## config.mk

```make
export PLATFORM = sky130hd
export DESIGN_NAME = simpson_integral_reciprocal_square_core
export DESIGN_NICKNAME = d
export VERILOG_FILES = /design/src/hdl/sirs_pkg.sv /design/src/hdl/sirs_ctrl.sv /design/src/hdl/sirs_dp.sv /design/src/hdl/simpson_integral_reciprocal_square_core.sv
export SDC_FILE = /design/constraint.sdc
export NUM_CORES = 2
export LEC_CHECK = 0
export ABC_AREA = 1
export BUFFER_PORTS_ARGS = -buffer_cell sky130_fd_sc_hd__clkbuf_2
export CELL_PAD_IN_SITES_DETAIL_PLACEMENT = 1
export CELL_PAD_IN_SITES_GLOBAL_PLACEMENT = 2
export CORE_MARGIN = 2
export CORE_UTILIZATION = 39
export CTS_CLUSTER_DIAMETER = 100
export DETAILED_ROUTE_END_ITERATION = 6
export PLACE_DENSITY_LB_ADDON = 0.15
export SETUP_SLACK_MARGIN = 0.2
export SYNTH_ARGS = -nofsm -noshare
export SYNTH_HDL_FRONTEND = slang
export SYNTH_SLANG_ARGS = --single-unit
```

## constraint.sdc

```tcl
create_clock -name i_clk -period 11.5 [get_ports i_clk]
set_input_delay 1.15 -clock i_clk [delete_from_list [all_inputs] [get_ports i_clk]]
set_output_delay 1.15 -clock i_clk [all_outputs]
set_load 0.005 [all_outputs]
```

## src/hdl/sirs_pkg.sv

```systemverilog
// shared types and constants for the simpson integral core
package sirs_pkg;
    localparam int MAX_INTERVALS = 1024;
    localparam int CNT_W = 11;

    // ceil(2^44/3): product shifted right by 44 gives the quotient by three
    localparam logic [47:0] RECIP3 = 48'd5864062014806;

    localparam logic [1:0] ST_OK   = 2'd0;
    localparam logic [1:0] ST_ZERO = 2'd1;
    localparam logic [1:0] ST_ODD  = 2'd2;

    typedef enum logic [3:0] {
        S_IDLE,
        S_HDIV,
        S_PT,
        S_SQ,
        S_RDIV,
        S_ACC,
        S_MUL,
        S_D3,
        S_DONE
    } t_state;

    typedef struct packed {
        logic load;
        logic hdiv_start;
        logic pt_setup;
        logic rdiv_start;
        logic acc;
        logic mul_start;
        logic d3;
        logic fin;
    } t_cmd;

    typedef struct packed {
        logic zero;
        logic div_done;
        logic last_pt;
        logic mul_done;
    } t_stat;
endpackage

```

## src/hdl/sirs_ctrl.sv

```systemverilog
// controller state machine for the simpson integral core
module sirs_ctrl (
    input  logic           i_clk,
    input  logic           i_rst_n,
    input  logic           i_start,
    input  sirs_pkg::t_stat i_stat,
    output sirs_pkg::t_cmd  o_cmd,
    output logic           o_busy
);
    sirs_pkg::t_state r_state, n_state;

    always_ff @(posedge i_clk) begin
        if (!i_rst_n) r_state <= sirs_pkg::S_IDLE;
        else r_state <= n_state;
    end

    always_comb begin
        n_state = r_state;
        unique case (r_state)
            sirs_pkg::S_IDLE: if (i_start) n_state = sirs_pkg::S_HDIV;
            sirs_pkg::S_HDIV: begin
                if (i_stat.zero) n_state = sirs_pkg::S_DONE;
                else if (i_stat.div_done) n_state = sirs_pkg::S_PT;
            end
            sirs_pkg::S_PT:   n_state = sirs_pkg::S_SQ;
            sirs_pkg::S_SQ:   n_state = sirs_pkg::S_RDIV;
            sirs_pkg::S_RDIV: if (i_stat.div_done) n_state = sirs_pkg::S_ACC;
            sirs_pkg::S_ACC:  n_state = i_stat.last_pt ? sirs_pkg::S_MUL : sirs_pkg::S_PT;
            sirs_pkg::S_MUL:  if (i_stat.mul_done) n_state = sirs_pkg::S_D3;
            sirs_pkg::S_D3:   if (i_stat.mul_done) n_state = sirs_pkg::S_DONE;
            sirs_pkg::S_DONE: n_state = sirs_pkg::S_IDLE;
            default:          n_state = sirs_pkg::S_IDLE;
        endcase
    end

    always_comb begin
        o_cmd = '0;
        o_busy = (r_state != sirs_pkg::S_IDLE);
        unique case (r_state)
            sirs_pkg::S_IDLE: begin
                o_cmd.load = i_start;
                o_cmd.hdiv_start = i_start;
            end
            sirs_pkg::S_HDIV: ;
            sirs_pkg::S_PT:   o_cmd.pt_setup = 1'b1;
            sirs_pkg::S_SQ:   o_cmd.rdiv_start = 1'b1;
            sirs_pkg::S_RDIV: ;
            sirs_pkg::S_ACC: begin
                o_cmd.acc = 1'b1;
                o_cmd.mul_start = i_stat.last_pt;
            end
            sirs_pkg::S_MUL:  o_cmd.d3 = i_stat.mul_done;
            sirs_pkg::S_D3:   ;
            sirs_pkg::S_DONE: o_cmd.fin = 1'b1;
            default: ;
        endcase
    end
endmodule

```

## src/hdl/sirs_dp.sv

```systemverilog
// datapath: step division, sample points, reciprocal, weighted sum, scaling
module sirs_dp (
    input  logic                       i_clk,
    input  logic signed [15:0]         i_lower_bound,
    input  logic signed [15:0]         i_upper_bound,
    input  logic [sirs_pkg::CNT_W-1:0] i_interval_count,
    input  sirs_pkg::t_cmd             i_cmd,
    output sirs_pkg::t_stat            o_stat,
    output logic signed [18:0]         o_integral_value,
    output logic [1:0]                 o_status
);
    logic signed [16:0] r_lo, r_up;
    logic [10:0]  r_n, r_i;
    logic         r_neg;
    logic [37:0]  r_hmag;
    logic [47:0]  r_off;
    logic [19:0]  r_m;
    logic [47:0]  r_sum;
    logic [1:0]   r_status;

    // shared restoring divider, one quotient bit a cycle
    logic [63:0]  r_dq;
    logic [63:0]  r_drem;
    logic [63:0]  r_dvs;
    logic [6:0]   r_dcnt;
    logic         r_dbusy, r_ddone;

    // multiply over 16-bit slices of the second operand, two passes:
    // sum*hmag, then the shifted product by the reciprocal of three
    logic [87:0]  r_prod;
    logic [1:0]   r_mcnt;
    logic         r_mbusy, r_mdone;
    logic         r_scale;
    logic [41:0]  r_sc_in;

    logic [10:0] n_c;
    logic [64:0] trial;
    logic [38:0] den_c;
    logic [47:0] mul_a;
    logic [47:0] mul_b;
    logic signed [48:0] x;
    logic signed [48:0] xt;
    logic [31:0] xabs;
    logic [30:0] fval;
    logic [41:0] mag;
    logic signed [19:0] res;

    assign n_c = (i_interval_count > 11'(sirs_pkg::MAX_INTERVALS)) ?
                 11'(sirs_pkg::MAX_INTERVALS) : i_interval_count;
    assign trial = {1'b0, r_drem[62:0], r_dq[63]} - {1'b0, r_dvs};
    assign den_c = {7'd1, 32'd0} + 39'(r_m) * 39'(r_m);
    assign mul_a = r_scale ? 48'(r_sc_in) : r_sum;
    assign mul_b = r_scale ? sirs_pkg::RECIP3 : 48'(r_hmag);

    // point select: i=0 lower, i=n upper, else lower+/-off
    always_comb begin
        if (r_i == r_n) x = 49'(r_up) <<< 20;
        else if (r_neg) x = (49'(r_lo) <<< 20) - $signed({1'b0, r_off});
        else x = (49'(r_lo) <<< 20) + $signed({1'b0, r_off});
        xt = (x < 0) ? -((-x) >>> 16) : (x >>> 16);
        xabs = (xt < 0) ? 32'(-xt) : 32'(xt);
    end

    assign fval = r_dq[30:0];
    assign mag = r_prod[85:44];
    assign res = r_neg ? -$signed({1'b0, 19'((mag > 42'd262144) ? 42'd262144 : mag)})
                       : $signed({1'b0, 19'((mag > 42'd262143) ? 42'd262143 : mag)});

    always_ff @(posedge i_clk) begin
        r_ddone <= r_dbusy && (r_dcnt == 7'd63) && !i_cmd.hdiv_start && !i_cmd.rdiv_start;
        r_mdone <= r_mbusy && (r_mcnt == 2'd2) && !i_cmd.mul_start && !i_cmd.d3;
        if (i_cmd.load) begin
            r_lo <= 17'(i_lower_bound);
            r_up <= 17'(i_upper_bound);
            r_n <= n_c;
            r_i <= '0;
            r_off <= '0;
            r_status <= (i_interval_count == '0) ? sirs_pkg::ST_ZERO :
                        (n_c[0] ? sirs_pkg::ST_ODD : sirs_pkg::ST_OK);
            r_sum <= '0;
            r_mbusy <= 1'b0;
        end
        if (i_cmd.hdiv_start) begin
            r_dq <= {44'd0, (i_upper_bound < i_lower_bound) ?
                     20'(17'(i_lower_bound) - 17'(i_upper_bound)) :
                     20'(17'(i_upper_bound) - 17'(i_lower_bound))} << 20;
            r_dvs <= 64'(n_c);
            r_drem <= '0;
            r_dcnt <= '0;
            r_dbusy <= 1'b1;
        end else if (i_cmd.rdiv_start) begin
            r_dq <= 64'h4000_0000_0000_0000;
            r_dvs <= 64'(den_c);
            r_drem <= '0;
            r_dcnt <= '0;
            r_dbusy <= 1'b1;
        end else if (r_dbusy) begin
            if (!trial[64]) begin
                r_drem <= trial[63:0];
                r_dq <= {r_dq[62:0], 1'b1};
            end else begin
                r_drem <= {r_drem[62:0], r_dq[63]};
                r_dq <= {r_dq[62:0], 1'b0};
            end
            r_dcnt <= r_dcnt + 7'd1;
            if (r_dcnt == 7'd63) r_dbusy <= 1'b0;
        end
        if (i_cmd.load) r_neg <= i_upper_bound < i_lower_bound;
        if (r_ddone && !i_cmd.pt_setup && r_i == '0 && r_sum == '0 && r_dvs == 64'(r_n))
            r_hmag <= r_dq[37:0];
        if (i_cmd.pt_setup) r_m <= xabs[19:0];
        if (i_cmd.acc) begin
            if (r_i == '0 || r_i == r_n) r_sum <= r_sum + 48'(fval);
            else if (r_i[0]) r_sum <= r_sum + (48'(fval) << 2);
            else r_sum <= r_sum + (48'(fval) << 1);
            r_i <= r_i + 11'd1;
            r_off <= r_off + 48'(r_hmag);
        end
        if (i_cmd.mul_start) begin
            r_prod <= '0;
            r_mcnt <= '0;
            r_mbusy <= 1'b1;
            r_scale <= 1'b0;
        end else if (i_cmd.d3) begin
            r_sc_in <= r_prod[87:46];
            r_prod <= '0;
            r_mcnt <= '0;
            r_mbusy <= 1'b1;
            r_scale <= 1'b1;
        end else if (r_mbusy) begin
            r_prod <= r_prod + ((88'(mul_a) * 88'(mul_b[r_mcnt*16 +: 16]))
                      << (r_mcnt * 16));
            r_mcnt <= r_mcnt + 2'd1;
            if (r_mcnt == 2'd2) r_mbusy <= 1'b0;
        end
        if (i_cmd.fin) begin
            o_integral_value <= (r_status == sirs_pkg::ST_ZERO) ? '0 : res[18:0];
            o_status <= r_status;
        end
    end

    assign o_stat.zero = (r_n == '0);
    assign o_stat.div_done = r_ddone;
    assign o_stat.last_pt = (r_i == r_n);
    assign o_stat.mul_done = r_mdone;
endmodule

```

## src/hdl/simpson_integral_reciprocal_square_core.sv

```systemverilog
// top level of the simpson integral core
// usage: drive bounds and count with i_start high while o_busy is low; that
// beat is taken. o_busy stays high while the item is worked on. the result
// appears on o_integral_value and o_status, with o_valid high for one cycle.
// the step comes from the restoring divider; each of the n+1 sample points
// then takes a square, a reciprocal division on the same divider and an
// accumulate. the final product and the divide by three, done as a multiply
// by a reciprocal, follow on the same multiplier.
// a zero count skips the sample points and goes straight to the result.
// one item at a time; the next start is taken when o_busy falls.
// reset returns the controller to idle and drops o_valid.
// the receiver cannot stall: the result beat lasts one cycle only.
module simpson_integral_reciprocal_square_core (
    input  logic               i_clk,
    input  logic               i_rst_n,
    input  logic               i_start,
    input  logic signed [15:0] i_lower_bound,
    input  logic signed [15:0] i_upper_bound,
    input  logic [10:0]        i_interval_count,
    output logic               o_busy,
    output logic               o_valid,
    output logic signed [18:0] o_integral_value,
    output logic [1:0]         o_status
);
    sirs_pkg::t_cmd  cmd;
    sirs_pkg::t_stat stat;
    logic r_valid;

    sirs_ctrl u_ctrl (
        .i_clk(i_clk), .i_rst_n(i_rst_n), .i_start(i_start),
        .i_stat(stat), .o_cmd(cmd), .o_busy(o_busy)
    );

    sirs_dp u_dp (
        .i_clk(i_clk), .i_lower_bound(i_lower_bound),
        .i_upper_bound(i_upper_bound), .i_interval_count(i_interval_count),
        .i_cmd(cmd), .o_stat(stat), .o_integral_value(o_integral_value),
        .o_status(o_status)
    );

    always_ff @(posedge i_clk) begin
        if (!i_rst_n) r_valid <= 1'b0;
        else r_valid <= cmd.fin;
    end
    assign o_valid = r_valid;

    a_valid_pulse: assert property (@(posedge i_clk) disable iff (!i_rst_n)
        r_valid |=> !r_valid) else $error("valid longer than one cycle");
    a_no_start_busy: assert property (@(posedge i_clk) disable iff (!i_rst_n)
        cmd.load |-> !o_busy) else $error("load while busy");
    a_fin_then_idle: assert property (@(posedge i_clk) disable iff (!i_rst_n)
        cmd.fin |=> !o_busy) else $error("not idle after result");
endmodule
```

==> results.md <==
- Die area: 217000 µm²
- Non-filler cells, final: 14556
- Share of layout cells above drive strength 1: 0.0553
- Vias in the first global route: 83656
- Wire per inst: 22.9 µm
- Chip height: between 400 and 500 µm
- Fin crit share: 0.954
- Status: complete, no violations
- First-pass GRT wire length: 514 mm
- Grt ovf: 0
- Buffers on Ports: 68
- Post-synthesis area per instance: 7.16 µm²
- Antenna-violating nets left: 0
- Site row count: 169
- Sequential share of the synthesized area: 0.168
- Post-DP HPWL: 277 mm
- Area of the multi-input gates: just under 60000 µm²
- Largest net degree at the start of global routing: 87
- Slew @ Worst Pin: 1.25 ns
- Worst min path class: flip-flop to flip-flop
- Initial antenna violation count: 6
- Die width: 466 µm
- Htree depth: 3
- Clk buf depth: 3
- Crit Path Category: flip-flop to flip-flop
- Detailed-route DRC error count: 0
- Most frequent cells in the layout: 2445 x inv_1, 2445 x nand2_1, 1172 x nor2_1
- Fin Clk Skew: 0.0389 ns
- Pre-antenna DRT Iters: 5
- Top Ports: between 60 and 70
- Critical Path End Type: flip-flop
- Master of the slowest instance on the critical path: fa_1
- Most used cell, CP: inv_1
- Dominant synthesized flop cell: edfxtp_1
- Number of flops mapped to enable cells by yosys: 305
- Synthesis-to-layout area growth: 8.78%
- Initial Utilization: 0.392
- Crit start category: flip-flop
- CTS buffer count: 80
- Post-synthesis net count: 13240
- Critical path fanouts, max: 32
- 1st-iter DRT viols: 4507
- Nets: approximately 13000
- Clock slew at reported path FFs: 0.07 ns
- Insertion delay to the later sink of the worst-skew pair: roughly 0.76 ns
- WP data required: 12.14 ns
- Max incr delay on CP: 0.58 ns
- Max-slew headroom: 0.167
- Drt total wl: 334 mm
- Yosys cell types: 72
- DP Cell Count: 14400
- Maxcap violations: 0
- Sequential cell area: 14000 µm²
- Cell Area, Synth: around 83000 µm²
- CTS tree: yes
- Gpl congestion: 0.957
- Fill cell count: around 27000
- FF+latch count, synth: approximately 550
- Routed vias: 77914
- Minimum clock period: between 10 and 15 ns
- Yosys warnings: 0
- CTS Root Cell: clkbuf_16
- # clock sinks: 547
- Hold Fails Final Rpt: 0
- Highest Clock Rate: 91.2 MHz
- Cells after Synth: ~12000
- Ys async rst share: 0
- RSZ-0062 raised after global routing: false
- Final-report max-slew violation count: 0
- Total Routing Usage GR: 0.309
- Crit path DAT: 11.61 ns
- Vias per inst: 5.35
- Core area: 212000 µm²
- # setup viols final: 0
==> Yosys cell counts, types with 6 or more instances <==
cell type / instances / area (µm²)
edfxtp_1: 305 / 9160
nand3b_1: 17 / 128
or2_2: 41 / 257
o21a_1: 61 / 458
o2111ai_1: 14 / 123
xor2_1: 171 / 1500
fa_1: 929 / 18600
a311oi_1: 6 / 52.6
dfxtp_1: 242 / 4840
nand2_1: 2449 / 9190
buf_2: 25 / 125
and3_1: 6 / 37.5
o21ai_0: 605 / 3030
nand2_2: 28 / 175
a31oi_1: 113 / 707
inv_2: 27 / 101
nor2_4: 18 / 203
xnor2_1: 131 / 1150
nor3_1: 74 / 370
nand3_2: 17 / 170
o21bai_1: 28 / 210
a31o_2: 8 / 70.1
a21oi_1: 802 / 4010
o211ai_1: 81 / 608
o221ai_1: 13 / 114
a21boi_0: 31 / 233
nor2_2: 18 / 113
nand4_1: 90 / 563
clkbuf_1: 271 / 1020
a211oi_1: 22 / 165
nor2_1: 1180 / 4430
inv_1: 2452 / 9200
nor4_1: 60 / 375
a21o_1: 26 / 195
a32o_1: 10 / 100
ha_1: 643 / 8050
nand3_1: 370 / 1850
or2_1: 8 / 50.1
o31ai_1: 19 / 143
buf_1: 27 / 101
o21ai_1: 50 / 250
nand2_4: 6 / 67.6
o22ai_1: 47 / 294
clkinv_1: 18 / 67.6
==> through the flow <==
step            util  setup TNS (ns)  area, µm²  hold slack [ns]  worst slack (ns)
2_1_floorplan      -               0      83200            0.399              2.02
3_3_place_gp   0.413         -0.0372      87500            0.451           -0.0372
3_5_place_dp   0.413          -0.240      87500            0.459            -0.155
4_1_cts        0.426               0      90400            0.476             0.208
5_1_grt        0.427               0      90500            0.488             0.209
6_report       0.427               0      90500            0.475             0.532
==> flip-flops by register name, indices dropped and copies added (netlist names), 2 cells and up <==
| signal | count |
|---|---|
| u_dp.r_dq | 64 |
| u_dp.r_status | 2 |
| u_ctrl.r_state | 4 |
| u_dp.r_mcnt | 2 |
| u_dp.r_up | 16 |
| u_dp.r_sc_in | 42 |
| u_dp.r_sum | 48 |
| u_dp.r_prod | 88 |
| u_dp.r_lo | 16 |
| u_dp.r_dvs | 39 |
| u_dp.r_off | 48 |
| u_dp.o_status | 2 |
| u_dp.r_hmag | 38 |
| u_dp.r_m | 20 |
| u_dp.r_dcnt | 7 |
| u_dp.o_integral_value | 19 |
| u_dp.r_drem | 63 |
| u_dp.r_n | 11 |
| u_dp.r_i | 11 |
==> layer usage <==
metal	global-route usage	part of all wire
met5	0	0.000069
met4	0.120	0.044
met1	0.408	0.44
met2	0.518	0.47
met3	0.0342	0.045
==> final timing paths <==
kind,slack (ns),endpoint,cells past startpoint,from
worst max-delay path,0.53,u_dp.r_prod[62],46,u_dp.r_mcnt[0]
worst min-delay path,0.47,u_dp.r_drem[11],2,u_dp.r_drem[11]
worst max register to register,0.53,u_dp.r_prod[62],46,u_dp.r_mcnt[0]
worst min register to register,0.47,u_dp.r_drem[11],2,u_dp.r_drem[11]
==> kinds of logic after synthesis <==
kind of cell	synth area share
buffers and inverters	0.129
flip-flops	0.168
multiplexers	0.000241
AO/OA/AOI/OAI	0.133
AND/OR/NAND/NOR	0.218
adder cells (fa/ha/maj)	0.320
XOR/XNOR	0.0318
==> layout make-up <==
class                   count  area share
diodes                      7    0.000193
clock buffers             103      0.0249
clock inverters            45     0.00658
inverters                2498       0.104
multi-input cells        8244       0.648
flip-flops and latches    547       0.155
well taps                2821      0.0390
repair buffers            291      0.0226
==> worst max-delay path: cells and delay by family, from the launching register on <==
kind / cells / cell delay (ns)
AO/OA/AOI/OAI: 12 / 2.79
AND/OR/NAND/NOR: 9 / 1.42
XOR/XNOR: 1 / 0.16
flip-flops: 1 / 0.40
adder cells (fa/ha/maj): 8 / 4.00
buffers and inverters: 16 / 2.00
==> timing repair <==
| item | in CTS | in global routing |
|---|---|---|
| endpoints found under the setup margin | 18 | 37 |
| buffers inserted | 0 | 1 |
| resized for setup | 8 | 36 |
| hold buffers | 0 | 0 |
| pin swaps | 0 | 0 |
| hold endpoints to repair | 0 | 0 |
Power is left out: the tool's default activity adds up to more than one toggle a clock period on the data nets, which glitch-free logic cannot reach.
